## src/hdl/bbfa_pkg.sv

```systemverilog
package bbfa_pkg;

    localparam int CAP_W = 17;
    localparam int CNT_W = 16;
    localparam int OUT_ID_W = 4;
    localparam int CFG_IDX_W = 1;
    localparam int DEF_MAX_BATCHES = 16;

    localparam logic [CAP_W-1:0] DEF_VCAP_RESET = 17'd4096;
    localparam logic [CAP_W-1:0] DEF_ICAP_RESET = 17'd8192;

    localparam logic [CFG_IDX_W-1:0] CFG_DEF_VCAP = 1'd0;
    localparam logic [CFG_IDX_W-1:0] CFG_DEF_ICAP = 1'd1;

    localparam logic FUNC_RESERVE = 1'b0;
    localparam logic FUNC_NEW_FRAME = 1'b1;

    // Smallest power of two that is not below n; zero and one both give one.
    function automatic logic [CAP_W-1:0] pow2_ceil(input logic [CNT_W-1:0] n);
        logic [CNT_W-1:0] m;
        begin
            if (n <= 16'd1)
            begin
                pow2_ceil = 17'd1;
            end
            else
            begin
                m = n - 16'd1;
                m = m | (m >> 1);
                m = m | (m >> 2);
                m = m | (m >> 4);
                m = m | (m >> 8);
                pow2_ceil = {1'b0, m} + 17'd1;
            end
        end
    endfunction

    function automatic logic [CNT_W-1:0] sat16(input logic [CAP_W-1:0] v);
        begin
            sat16 = v[CAP_W-1] ? {CNT_W{1'b1}} : v[CNT_W-1:0];
        end
    endfunction

endpackage

```

## src/hdl/bbfa_ram.sv

```systemverilog
module bbfa_ram #(
    parameter int WIDTH = 8,
    parameter int DEPTH = 16
) (
    input  logic                     clk,
    input  logic                     we,
    input  logic [$clog2(DEPTH)-1:0] waddr,
    input  logic [WIDTH-1:0]         wdata,
    input  logic [$clog2(DEPTH)-1:0] raddr,
    output logic [WIDTH-1:0]         rdata
);

    logic [WIDTH-1:0] mem [DEPTH];

    always_ff @(posedge clk)
    begin
        if (we)
        begin
            mem[waddr] <= wdata;
        end
        rdata <= mem[raddr];
    end

endmodule

```

## src/hdl/bbfa_fit.sv

```systemverilog
module bbfa_fit (
    input  logic [bbfa_pkg::CAP_W-1:0] vcap,
    input  logic [bbfa_pkg::CAP_W-1:0] icap,
    input  logic [bbfa_pkg::CAP_W-1:0] vcur,
    input  logic [bbfa_pkg::CAP_W-1:0] icur,
    input  logic [bbfa_pkg::CNT_W-1:0] vcount,
    input  logic [bbfa_pkg::CNT_W-1:0] icount,
    input  logic                       use_cursor,
    output logic                       fit
);
    import bbfa_pkg::*;

    logic [CAP_W-1:0] vroom;
    logic [CAP_W-1:0] iroom;

    // Active entries are tested on their remaining room, free entries on their capacity.
    assign vroom = vcap - (use_cursor ? vcur : '0);
    assign iroom = icap - (use_cursor ? icur : '0);
    assign fit = (vroom >= CAP_W'(vcount)) && (iroom >= CAP_W'(icount));

endmodule

```

## src/hdl/batch_buffer_first_fit_allocator.sv

```systemverilog
// Batch buffer allocator. Each item is either a reserve request or a new-frame marker,
// and each gives exactly one result item. A reserve item walks the entry table once through
// its single read port, one entry per cycle, until an entry fits; a fitting free entry is
// moved into the active part, and a new entry is appended when none fits. The block stalls
// its input while an item is in work, and a finished result waits in an output register
// until it is taken.
module batch_buffer_first_fit_allocator #(
    parameter int MAX_BATCHES = bbfa_pkg::DEF_MAX_BATCHES
) (
    input  logic                           clk,
    input  logic                           rst_n,
    input  logic                           cfg_we,
    input  logic [bbfa_pkg::CFG_IDX_W-1:0] cfg_index,
    input  logic [bbfa_pkg::CAP_W-1:0]     cfg_data,
    input  logic                           in_valid,
    output logic                           in_stall,
    input  logic                           func,
    input  logic [bbfa_pkg::CNT_W-1:0]     vertex_count,
    input  logic [bbfa_pkg::CNT_W-1:0]     index_count,
    output logic                           out_valid,
    input  logic                           out_stall,
    output logic [bbfa_pkg::OUT_ID_W-1:0]  slot,
    output logic [bbfa_pkg::OUT_ID_W-1:0]  buffer_id,
    output logic [bbfa_pkg::CNT_W-1:0]     vertex_base,
    output logic [bbfa_pkg::CNT_W-1:0]     index_base,
    output logic                           created,
    output logic                           status
);
    import bbfa_pkg::*;

    localparam int SW = $clog2(MAX_BATCHES);
    localparam int CW = $clog2(MAX_BATCHES + 1);
    localparam int EW = 4 * CAP_W + SW;
    localparam int ICUR_LO = SW;
    localparam int VCUR_LO = SW + CAP_W;
    localparam int ICAP_LO = SW + 2 * CAP_W;
    localparam int VCAP_LO = SW + 3 * CAP_W;
    localparam logic [CW-1:0] MAX_CNT = CW'(MAX_BATCHES);

    localparam logic [2:0] S_IDLE   = 3'd0;
    localparam logic [2:0] S_SCAN   = 3'd1;
    localparam logic [2:0] S_APPEND = 3'd2;
    localparam logic [2:0] S_RDDST  = 3'd3;
    localparam logic [2:0] S_WRSRC  = 3'd4;
    localparam logic [2:0] S_WRDST  = 3'd5;
    localparam logic [2:0] S_DONE   = 3'd6;

    logic [2:0]       state_reg, state_next;
    logic [CAP_W-1:0] def_vcap_reg, def_vcap_next;
    logic [CAP_W-1:0] def_icap_reg, def_icap_next;
    logic [CW-1:0]    active_cnt_reg, active_cnt_next;
    logic [CW-1:0]    entry_cnt_reg, entry_cnt_next;
    logic [CW-1:0]    issue_idx_reg, issue_idx_next;
    logic             pend_reg, pend_next;
    logic             out_valid_reg, out_valid_next;

    logic [SW-1:0]    pend_idx_reg, pend_idx_next;
    logic [SW-1:0]    src_reg, src_next;
    logic [SW-1:0]    dst_reg, dst_next;
    logic [EW-1:0]    ent_reg, ent_next;
    logic [CNT_W-1:0] vcnt_reg, vcnt_next;
    logic [CNT_W-1:0] icnt_reg, icnt_next;
    logic [SW-1:0]    res_slot_reg, res_slot_next;
    logic [SW-1:0]    res_id_reg, res_id_next;
    logic [CNT_W-1:0] res_vbase_reg, res_vbase_next;
    logic [CNT_W-1:0] res_ibase_reg, res_ibase_next;
    logic             res_created_reg, res_created_next;
    logic             res_status_reg, res_status_next;
    logic [OUT_ID_W-1:0] slot_reg, slot_next;
    logic [OUT_ID_W-1:0] buffer_id_reg, buffer_id_next;
    logic [CNT_W-1:0] vertex_base_reg, vertex_base_next;
    logic [CNT_W-1:0] index_base_reg, index_base_next;
    logic             created_reg, created_next;
    logic             status_reg, status_next;

    logic             ram_we;
    logic [SW-1:0]    ram_waddr;
    logic [EW-1:0]    ram_wdata;
    logic [SW-1:0]    ram_raddr;
    logic [EW-1:0]    ram_rdata;

    logic [CAP_W-1:0] rd_vcap;
    logic [CAP_W-1:0] rd_icap;
    logic [CAP_W-1:0] rd_vcur;
    logic [CAP_W-1:0] rd_icur;
    logic [SW-1:0]    rd_id;
    logic             pend_active;
    logic             fit;
    logic             accept;
    logic [CAP_W-1:0] p2_vcap;
    logic [CAP_W-1:0] p2_icap;
    logic [CAP_W-1:0] new_vcap;
    logic [CAP_W-1:0] new_icap;

    assign rd_vcap = ram_rdata[VCAP_LO +: CAP_W];
    assign rd_icap = ram_rdata[ICAP_LO +: CAP_W];
    assign rd_vcur = ram_rdata[VCUR_LO +: CAP_W];
    assign rd_icur = ram_rdata[ICUR_LO +: CAP_W];
    assign rd_id   = ram_rdata[SW-1:0];

    assign pend_active = CW'(pend_idx_reg) < active_cnt_reg;

    assign p2_vcap  = pow2_ceil(vcnt_reg);
    assign p2_icap  = pow2_ceil(icnt_reg);
    assign new_vcap = (p2_vcap < def_vcap_reg) ? def_vcap_reg : p2_vcap;
    assign new_icap = (p2_icap < def_icap_reg) ? def_icap_reg : p2_icap;

    assign in_stall = (state_reg != S_IDLE);
    assign accept   = in_valid && !in_stall;

    bbfa_ram #(
        .WIDTH (EW),
        .DEPTH (MAX_BATCHES)
    ) u_table (
        .clk   (clk),
        .we    (ram_we),
        .waddr (ram_waddr),
        .wdata (ram_wdata),
        .raddr (ram_raddr),
        .rdata (ram_rdata)
    );

    bbfa_fit u_fit (
        .vcap       (rd_vcap),
        .icap       (rd_icap),
        .vcur       (rd_vcur),
        .icur       (rd_icur),
        .vcount     (vcnt_reg),
        .icount     (icnt_reg),
        .use_cursor (pend_active),
        .fit        (fit)
    );

    always_comb
    begin
        state_next       = state_reg;
        def_vcap_next    = def_vcap_reg;
        def_icap_next    = def_icap_reg;
        active_cnt_next  = active_cnt_reg;
        entry_cnt_next   = entry_cnt_reg;
        issue_idx_next   = issue_idx_reg;
        pend_next        = pend_reg;
        out_valid_next   = out_valid_reg && out_stall;
        pend_idx_next    = pend_idx_reg;
        src_next         = src_reg;
        dst_next         = dst_reg;
        ent_next         = ent_reg;
        vcnt_next        = vcnt_reg;
        icnt_next        = icnt_reg;
        res_slot_next    = res_slot_reg;
        res_id_next      = res_id_reg;
        res_vbase_next   = res_vbase_reg;
        res_ibase_next   = res_ibase_reg;
        res_created_next = res_created_reg;
        res_status_next  = res_status_reg;
        slot_next        = slot_reg;
        buffer_id_next   = buffer_id_reg;
        vertex_base_next = vertex_base_reg;
        index_base_next  = index_base_reg;
        created_next     = created_reg;
        status_next      = status_reg;
        ram_we           = 1'b0;
        ram_waddr        = dst_reg;
        ram_wdata        = ent_reg;
        ram_raddr        = issue_idx_reg[SW-1:0];

        if (cfg_we)
        begin
            case (cfg_index)
                CFG_DEF_VCAP: def_vcap_next = cfg_data;
                CFG_DEF_ICAP: def_icap_next = cfg_data;
                default: ;
            endcase
        end

        case (state_reg)
            S_IDLE:
            begin
                if (accept)
                begin
                    vcnt_next        = vertex_count;
                    icnt_next        = index_count;
                    res_slot_next    = '0;
                    res_id_next      = '0;
                    res_vbase_next   = '0;
                    res_ibase_next   = '0;
                    res_created_next = 1'b0;
                    res_status_next  = 1'b0;
                    issue_idx_next   = '0;
                    pend_next        = 1'b0;
                    if (func == FUNC_NEW_FRAME)
                    begin
                        active_cnt_next = '0;
                        state_next      = S_DONE;
                    end
                    else
                    begin
                        state_next = S_SCAN;
                    end
                end
            end
            S_SCAN:
            begin
                if (pend_reg && fit)
                begin
                    pend_next = 1'b0;
                    src_next  = pend_idx_reg;
                    res_id_next = rd_id;
                    if (pend_active)
                    begin
                        dst_next       = pend_idx_reg;
                        res_slot_next  = pend_idx_reg;
                        res_vbase_next = sat16(rd_vcur);
                        res_ibase_next = sat16(rd_icur);
                        ent_next = {rd_vcap, rd_icap, rd_vcur + CAP_W'(vcnt_reg),
                                    rd_icur + CAP_W'(icnt_reg), rd_id};
                        state_next = S_WRDST;
                    end
                    else
                    begin
                        dst_next        = active_cnt_reg[SW-1:0];
                        res_slot_next   = active_cnt_reg[SW-1:0];
                        active_cnt_next = active_cnt_reg + 1'b1;
                        ent_next = {rd_vcap, rd_icap, CAP_W'(vcnt_reg), CAP_W'(icnt_reg), rd_id};
                        state_next = (pend_idx_reg == active_cnt_reg[SW-1:0]) ? S_WRDST : S_RDDST;
                    end
                end
                else if (issue_idx_reg < entry_cnt_reg)
                begin
                    pend_next      = 1'b1;
                    pend_idx_next  = issue_idx_reg[SW-1:0];
                    issue_idx_next = issue_idx_reg + 1'b1;
                end
                else
                begin
                    pend_next  = 1'b0;
                    state_next = S_APPEND;
                end
            end
            S_APPEND:
            begin
                if (entry_cnt_reg == MAX_CNT)
                begin
                    res_status_next = 1'b1;
                    state_next      = S_DONE;
                end
                else
                begin
                    src_next         = entry_cnt_reg[SW-1:0];
                    dst_next         = active_cnt_reg[SW-1:0];
                    res_slot_next    = active_cnt_reg[SW-1:0];
                    res_id_next      = entry_cnt_reg[SW-1:0];
                    res_created_next = 1'b1;
                    ent_next = {new_vcap, new_icap, CAP_W'(vcnt_reg), CAP_W'(icnt_reg),
                                entry_cnt_reg[SW-1:0]};
                    entry_cnt_next  = entry_cnt_reg + 1'b1;
                    active_cnt_next = active_cnt_reg + 1'b1;
                    state_next = (entry_cnt_reg == active_cnt_reg) ? S_WRDST : S_RDDST;
                end
            end
            S_RDDST:
            begin
                ram_raddr  = dst_reg;
                state_next = S_WRSRC;
            end
            S_WRSRC:
            begin
                ram_we     = 1'b1;
                ram_waddr  = src_reg;
                ram_wdata  = ram_rdata;
                state_next = S_WRDST;
            end
            S_WRDST:
            begin
                ram_we     = 1'b1;
                ram_waddr  = dst_reg;
                ram_wdata  = ent_reg;
                state_next = S_DONE;
            end
            S_DONE:
            begin
                if (!out_valid_reg || !out_stall)
                begin
                    out_valid_next   = 1'b1;
                    slot_next        = OUT_ID_W'(res_slot_reg);
                    buffer_id_next   = OUT_ID_W'(res_id_reg);
                    vertex_base_next = res_vbase_reg;
                    index_base_next  = res_ibase_reg;
                    created_next     = res_created_reg;
                    status_next      = res_status_reg;
                    state_next       = S_IDLE;
                end
            end
            default:
            begin
                state_next = S_IDLE;
            end
        endcase
    end

    always_ff @(posedge clk or negedge rst_n)
    begin
        if (!rst_n)
        begin
            state_reg      <= S_IDLE;
            def_vcap_reg   <= DEF_VCAP_RESET;
            def_icap_reg   <= DEF_ICAP_RESET;
            active_cnt_reg <= '0;
            entry_cnt_reg  <= '0;
            issue_idx_reg  <= '0;
            pend_reg       <= 1'b0;
            out_valid_reg  <= 1'b0;
        end
        else
        begin
            state_reg      <= state_next;
            def_vcap_reg   <= def_vcap_next;
            def_icap_reg   <= def_icap_next;
            active_cnt_reg <= active_cnt_next;
            entry_cnt_reg  <= entry_cnt_next;
            issue_idx_reg  <= issue_idx_next;
            pend_reg       <= pend_next;
            out_valid_reg  <= out_valid_next;
        end
    end

    always_ff @(posedge clk)
    begin
        pend_idx_reg    <= pend_idx_next;
        src_reg         <= src_next;
        dst_reg         <= dst_next;
        ent_reg         <= ent_next;
        vcnt_reg        <= vcnt_next;
        icnt_reg        <= icnt_next;
        res_slot_reg    <= res_slot_next;
        res_id_reg      <= res_id_next;
        res_vbase_reg   <= res_vbase_next;
        res_ibase_reg   <= res_ibase_next;
        res_created_reg <= res_created_next;
        res_status_reg  <= res_status_next;
        slot_reg        <= slot_next;
        buffer_id_reg   <= buffer_id_next;
        vertex_base_reg <= vertex_base_next;
        index_base_reg  <= index_base_next;
        created_reg     <= created_next;
        status_reg      <= status_next;
    end

    assign out_valid   = out_valid_reg;
    assign slot        = slot_reg;
    assign buffer_id   = buffer_id_reg;
    assign vertex_base = vertex_base_reg;
    assign index_base  = index_base_reg;
    assign created     = created_reg;
    assign status      = status_reg;

    a_active_within_entries: assert property (@(posedge clk) disable iff (!rst_n)
        active_cnt_reg <= entry_cnt_reg)
        else $error("active count exceeds entry count");

    a_entries_within_table: assert property (@(posedge clk) disable iff (!rst_n)
        entry_cnt_reg <= MAX_CNT)
        else $error("entry count exceeds table size");

    a_busy_after_accept: assert property (@(posedge clk) disable iff (!rst_n)
        accept |=> in_stall)
        else $error("input not stalled after an accepted item");

endmodule

```

## config.mk

```make
export PLATFORM = sky130hd
export DESIGN_NAME = batch_buffer_first_fit_allocator
export DESIGN_NICKNAME = d
export VERILOG_FILES = /design/src/hdl/bbfa_pkg.sv /design/src/hdl/bbfa_ram.sv /design/src/hdl/bbfa_fit.sv /design/src/hdl/batch_buffer_first_fit_allocator.sv
export SDC_FILE = /design/constraint.sdc
export NUM_CORES = 2
export LEC_CHECK = 0
export ABC_CLOCK_PERIOD_IN_PS = 12100
export BUFFER_PORTS_ARGS = -buffer_cell sky130_fd_sc_hd__buf_2
export CAP_MARGIN = 0
export CORE_ASPECT_RATIO = 1.25
export CORE_UTILIZATION = 50
export DETAILED_ROUTE_END_ITERATION = 16
export PLACE_DENSITY_LB_ADDON = 0.05
export SYNTH_ARGS = -nofsm -noshare
export SYNTH_HDL_FRONTEND = slang
export SYNTH_HIERARCHICAL = 1
export SYNTH_SLANG_ARGS = --single-unit
```

## constraint.sdc

```tcl
create_clock -name clk -period 12.1 [get_ports clk]
set_input_delay 0.605 -clock clk [delete_from_list [all_inputs] [get_ports clk]]
set_output_delay 0.605 -clock clk [all_outputs]
set_load 0.01 [all_outputs]
```

# Word level (Yosys, flattened, before mapping)
# Memory sizes are Yosys's and may differ from the RTL's. A register that Yosys moved wholly into a read port is not among the register bits.
# Cells that the tools add are included.
# word_totals
mem_count,1
wordCells,173
inputBits,56
ram_bits,1152
ff_bits,254
output_inout_bits,44
# classes
eq_ne,20
magnitude_cmp,8
bitwise_logic,11
addsub,11
n_mux,66
reduce_logical,30
# memory_table
name,words,word_bits,rd,rd_ports_with_merged_regs,wr,line,text
u_table.mem,16,72,1,1,1,bbfa_ram.sv:13,logic [WIDTH-1:0] mem [DEPTH];
# op_table
operator,n
$mux 72,3
$pmux 72 s2,1
$mux 16,7
$mux 17,6
$pmux 16 s2,2
$mux 5,8
$mux 38,1
$mux 4,9
$add 16x1->17 const B,2
$add 17x16->17,2
$ge 17x16->1,2
$lt 17x17->1,2
$sub 17x17->17,2
$le 16x1->1 const B,2
$or 16x12->16,2
$or 16x14->16,2
$or 16x15->16,2
$or 16x8->16,2
$sub 16x1->16 const B,2
$mux 3,9
$pmux 4 s3,2
$pmux 3 s7,1
$ne 2x2->1 const B,9
$pmux 4 s2,2
other kinds (27),64

# Logic depth before layout (Yosys ltp)
# depth
depth_word,11
mapped_depth,34
mapped_depth_nobuf,32

# Cells and area by module
# Netlist, hierarchy kept.
# modules_own_cells
mod,cells_per_inst,seq_area_each_um2,area_per_inst_um2,instances
bbfa_ram,1850,36034.6,44550.2,1
batch_buffer_first_fit_allocator,1449,7359.6,15174.6,1
bbfa_fit,336,0.0,2414.8,1

# Worst setup path after synthesis
# No wires, ideal clock.
# synth_path
kind,register to register
start,register state_reg[1]
end,"memory u_table/mem[0][0] in the netlist's numbering, enable pin"
t_required_ps,11509
arrival_ps,7545
setup_time_ps,591
n_path_buf,4
synth_period_minus_slack_ps,8136
path_slack_ps,3964
path_stages_with_launch,10
path_cell_list,dfrtp_1 > clkbuf_1 > nor2b_1 > nor2b_1 > clkbuf_1 > buf_1 > buf_1 > mux2_2 > or3b_2 > nor3_1
# synth_between
elab_chain_len,5
word_cells_on_any_way,7
cone_classes,eq/ne (2); mux (4); reduce/logical (1)
# synth_lines
item,line,text
from (decl),batch_buffer_first_fit_allocator.sv:48,"logic [2:0] state_reg, state_next;"
from (signal assigned),batch_buffer_first_fit_allocator.sv:316,state_reg <= state_next;
$eq 3x3->1,batch_buffer_first_fit_allocator.sv:176,case (state_reg)
$reduce_or 2->1 (no source line) (*),--,
$mux 1 (*),batch_buffer_first_fit_allocator.sv:176,
net ram_we,batch_buffer_first_fit_allocator.sv:76,logic ram_we;
$mux 1 (*),bbfa_ram.sv:17,if (we)
$mux 1 (not written as such) (*),bbfa_ram.sv:19,mem[waddr] <= wdata;
to (decl),bbfa_ram.sv:13,
# Mark *: on every way through the listed nets, which the timed path passes. The rest lies on a longest branch.

# Final worst setup path
# layout_path
start,register active_cnt_reg[1]
end,"register ent_reg[28], enable pin"
# layout_between
elab_chain_len,8
word_cells_on_any_way,11
cone_classes,add/sub (2); order compare (3); eq/ne (1); mux (2); reduce/logical (3)
# layout_lines
item,line,text
from (decl),batch_buffer_first_fit_allocator.sv:51,"logic [CW-1:0] active_cnt_reg, active_cnt_next;"
from (signal assigned),batch_buffer_first_fit_allocator.sv:319,active_cnt_reg <= active_cnt_next;
$lt 4x5->1 (*),batch_buffer_first_fit_allocator.sv:101,assign pend_active = CW'(pend_idx_reg) < active_cnt_reg;
net pend_active,batch_buffer_first_fit_allocator.sv:87,logic pend_active;
$mux 17 (on tied branches),"bbfa_fit.sv:17, bbfa_fit.sv:18",
$sub 17x17->17 (on tied branches),"bbfa_fit.sv:17, bbfa_fit.sv:18",
$ge 17x16->1,bbfa_fit.sv:19,assign fit = (vroom >= CAP_W'(vcount)) && (iroom >= CAP_W'(icount));
$logic_and 1x1->1 (*),bbfa_fit.sv:19,
net fit,batch_buffer_first_fit_allocator.sv:88,logic fit;
$logic_and 1x1->1 (*),batch_buffer_first_fit_allocator.sv:204,if (pend_reg && fit)
$ne 2x2->1 (no source line) (*),--,
$reduce_and 3->1 (no source line) (*),--,
to (signal assigned),batch_buffer_first_fit_allocator.sv:332,ent_reg <= ent_next;
to (decl),batch_buffer_first_fit_allocator.sv:60,"logic [EW-1:0] ent_reg, ent_next;"
# Marks and branches as above.
# A chain may end at the register's enable or synchronous reset.

==> impl_metrics.csv <==
group,metric,value,unit
place,dp.cells,5235,
detailed_routing,via_per_inst,6.232,
cells_and_area,largest_reg_flops,1152,
synthesis,ys_types,93,
critical_path,worst-path-max-fanout,48,
critical_path,critPathMaxStageDelay,0.82,ns
grt,antenna_found_initial,7,
synthesis,avgSynthCellArea,17.09,sq um
synthesis,post-synth-top-area-cell,"edfxtp_1",
critical_path,path_delay_family,"simple AND/OR/NAND/NOR gates",
clock_network,cts_num_sinks,1478,
clock_network,cts_tree,"done",
critical_path,cp.required,12.50,ns
cells_and_area,area_growth,11.84,%
clock_network,cts_buffer_depth,3,
timing,fmax,0.1310,GHz
power_and_ir_drop,ir_drop,172.6,uV
timing,fin_worst_skew,0.02141,ns
clock_network,cts_made_buffers,144,
place,place_hpwl,97.63,mm
timing,setup_violations,0,
synthesis,synth_warnings,6,
grt,grt.total_usage,27.47,%
detailed_routing,drt_pass1_iterations,9,
synthesis,synth_top_cell_area_share,65.34,%
synthesis,syn-num-nets,3841,
synthesis,synthTopCellsByArea,"edfxtp_1 65%, mux4_2 10%, ha_1 2.9%",
synthesis,synthTopCellsByCount,"1352 x edfxtp_1, 288 x mux4_2, 277 x nand2_1",
timing,worst_slew_pin_slew,1.170,ns
cells_and_area,fin_cells,5535,
cells_and_area,drive_gt1_share,21.21,%
floorplanning,rows,144,
place,gp_congestion,0.9482,
hold_path,hp-class,"input port to flop",
floorplanning,dieArea,125700,sq um
timing,rsz0062_at_grt,"no",
place,pre_cts_ws,4.631,ns
place,placed_area,64470,sq um
clock_network,cts_setup_buffers,0,
synthesis,async_reset_ff_share,3.654,%
detailed_routing,ant_nets,0,
power_and_ir_drop,p_per_area,280.1,nW/um^2
power_and_ir_drop,power_leakage,23.67,nW
synthesis,synth_ff_type,"edfxtp_1",
floorplanning,dieWidth,317.3,microns
clock_network,clkSlewWorstSetupHoldPaths,0.06,ns
timing,timing.final.crit_period,7.631,ns
power_and_ir_drop,total_power,0.01947,W
critical_path,cp_data_arrival_time,8.03,ns
timing,fin_crit_sh,63.07,%
synthesis,syn-cell-area,62140,sq um
grt,grt-ovfl-total,0,
run,cap_violations,0,
synthesis,synth-seq-cells,1478,
critical_path,path_class,"flop to flop",
critical_path,cp_slowest_cell,"and3b_4",
critical_path,startpoint_type,"flop",
timing,fin_ws,4.469,ns
synthesis,syn_inst,3635,
grt,grt_max_degree,104,
critical_path,path_buf_inv,4,
timing,hold_violations,0,
clock_network,htreeDepth,4,
detailed_routing,drtIter0Drc,3472,
floorplanning,core_area,123200,sq um
timing,maxSlewHeadroom,22.00,%
clock_network,clk_latency,0.78,ns
clock_network,cts-resized-gates,0,
synthesis,synth_most_common_cell,"edfxtp_1",
detailed_routing,wl_per_cell,30.69,microns
cells_and_area,fin_area,69490,sq um
floorplanning,initial_core_util,50.42,%
synthesis,yosysSeqAreaShare,69.83,%
clock_network,cts_root_buf,"clkbuf_16",
synthesis,synth_edf_count,1352,
cells_and_area,nets,4011,
timing,setup_tns,0,ns
outcome,outcome,"finished, final reports clean",
grt,grt_pass1_vias,35300,
timing,slew_viol_final,0,
place,io_buffers,99,
clock_network,holdBufCountCts,30,
floorplanning,pin_count,100,
grt,grt_pass1_wl,244.3,mm
detailed_routing,drt-total-wl,169.9,mm
detailed_routing,drc,0,
critical_path,worst_setup_path_end_kind,"flop",
cells_and_area,n_fill_cell,9577,
detailed_routing,via_count,34490,
floorplanning,die_h,396.1,microns
-- layer usage --
metal  vias to the layer above  share of wire [%]  routed length (microns)  GRT usage (%)
met5                         -             0.0077                       13              0
met4                         2                3.0                     5179          8.946
met3                       265                5.3                     8944          3.667
met2                      1161                 49                    82660          44.34
met1                     18320                 43                    73070          38.69
li1                      14750                  -                        -              -
-- report_power, final --
| group | switching (W) | internal [W] |
|---|---|---|
| Clock | 0.00192 | 0.00255 |
| Combinational | 0.00431 | 0.00275 |
| Sequential | 0.000615 | 0.00732 |
-- metrics by stage --
step                hold slack [ns]  util, %
finish                      0.07816    56.39
global route                0.06393    56.39
CTS                         0.01961    56.39
detailed placement           0.4045    52.31
global placement             0.4032    52.31
floorplan                    0.3094        -
-- tightest hold or removal path, stage by stage --
cell,delay [ns]
buf_2,0.10
nand2_1,0.04
o21ai_0,0.07
-- cells in the final DEF, fill, tap and decap left out, types with 24 or more instances in the layout --
master	n
a22oi_1	144
a21o_1	34
xor2_1	32
mux2i_1	30
nor2_1	142
xnor2_1	51
mux4_2	288
mux2_2	97
clkbuf_16	151
dlygate4sd3_1	30
nor2b_1	24
nor3_1	40
dfxtp_1	72
o21ai_0	126
buf_2	99
ha_1	146
nand2_1	275
edfxtp_1	1352
clkbuf_1	45
buf_4	66
dfrtp_1	52
nand4_1	25
inv_1	118
nand3_1	27
a21oi_1	68
-- kinds of logic (layout without fill, tap and decap cells) --
kind of cell	count (synthesis)	in the layout	share of synthesized area (%)
compound gates	533	533	5.811
xor+xnor	83	83	1.170
fa+ha+maj	150	150	3.069
buf+inv	291	584	2.163
flops	1478	1478	69.83
mux	417	417	12.72
other cells	0	1	0
simple gates	683	683	5.239
-- final cells by class --
cell class | count | area (sq um) | area share, %
flip-flops and latches | 1478 | 43390 | 62.44
multi-input cells | 1866 | 17610 | 25.34
clock buffers | 211 | 4154 | 5.977
repair buffers | 196 | 1311 | 1.887
clock inverters | 58 | 566.8 | 0.8156
well taps | 1606 | 2009 | 2.892
inverters | 119 | 446.7 | 0.6428
diodes | 1 | 2.502 | 0.003601
-- final timing paths --
| path | start | end | slack [ns] | cells past startpoint |
|---|---|---|---|---|
| worst max-delay path | active_cnt_reg[1] | ent_reg[28] | 4.47 | 28 |
| worst min-delay path | cfg_data[15] | def_vcap_reg[15] | 0.08 | 3 |
| worst max register to register | active_cnt_reg[1] | ent_reg[28] | 4.47 | 28 |
| worst min register to register | res_vbase_reg[10] | vertex_base[10] | 0.41 | 0 |
| max in group asynchronous | rst_n | def_icap_reg[9] | 11.05 | 3 |
| min in group asynchronous | rst_n | active_cnt_reg[4] | 0.51 | 3 |
No activity file was read; power rests on OpenSTA's default activity.
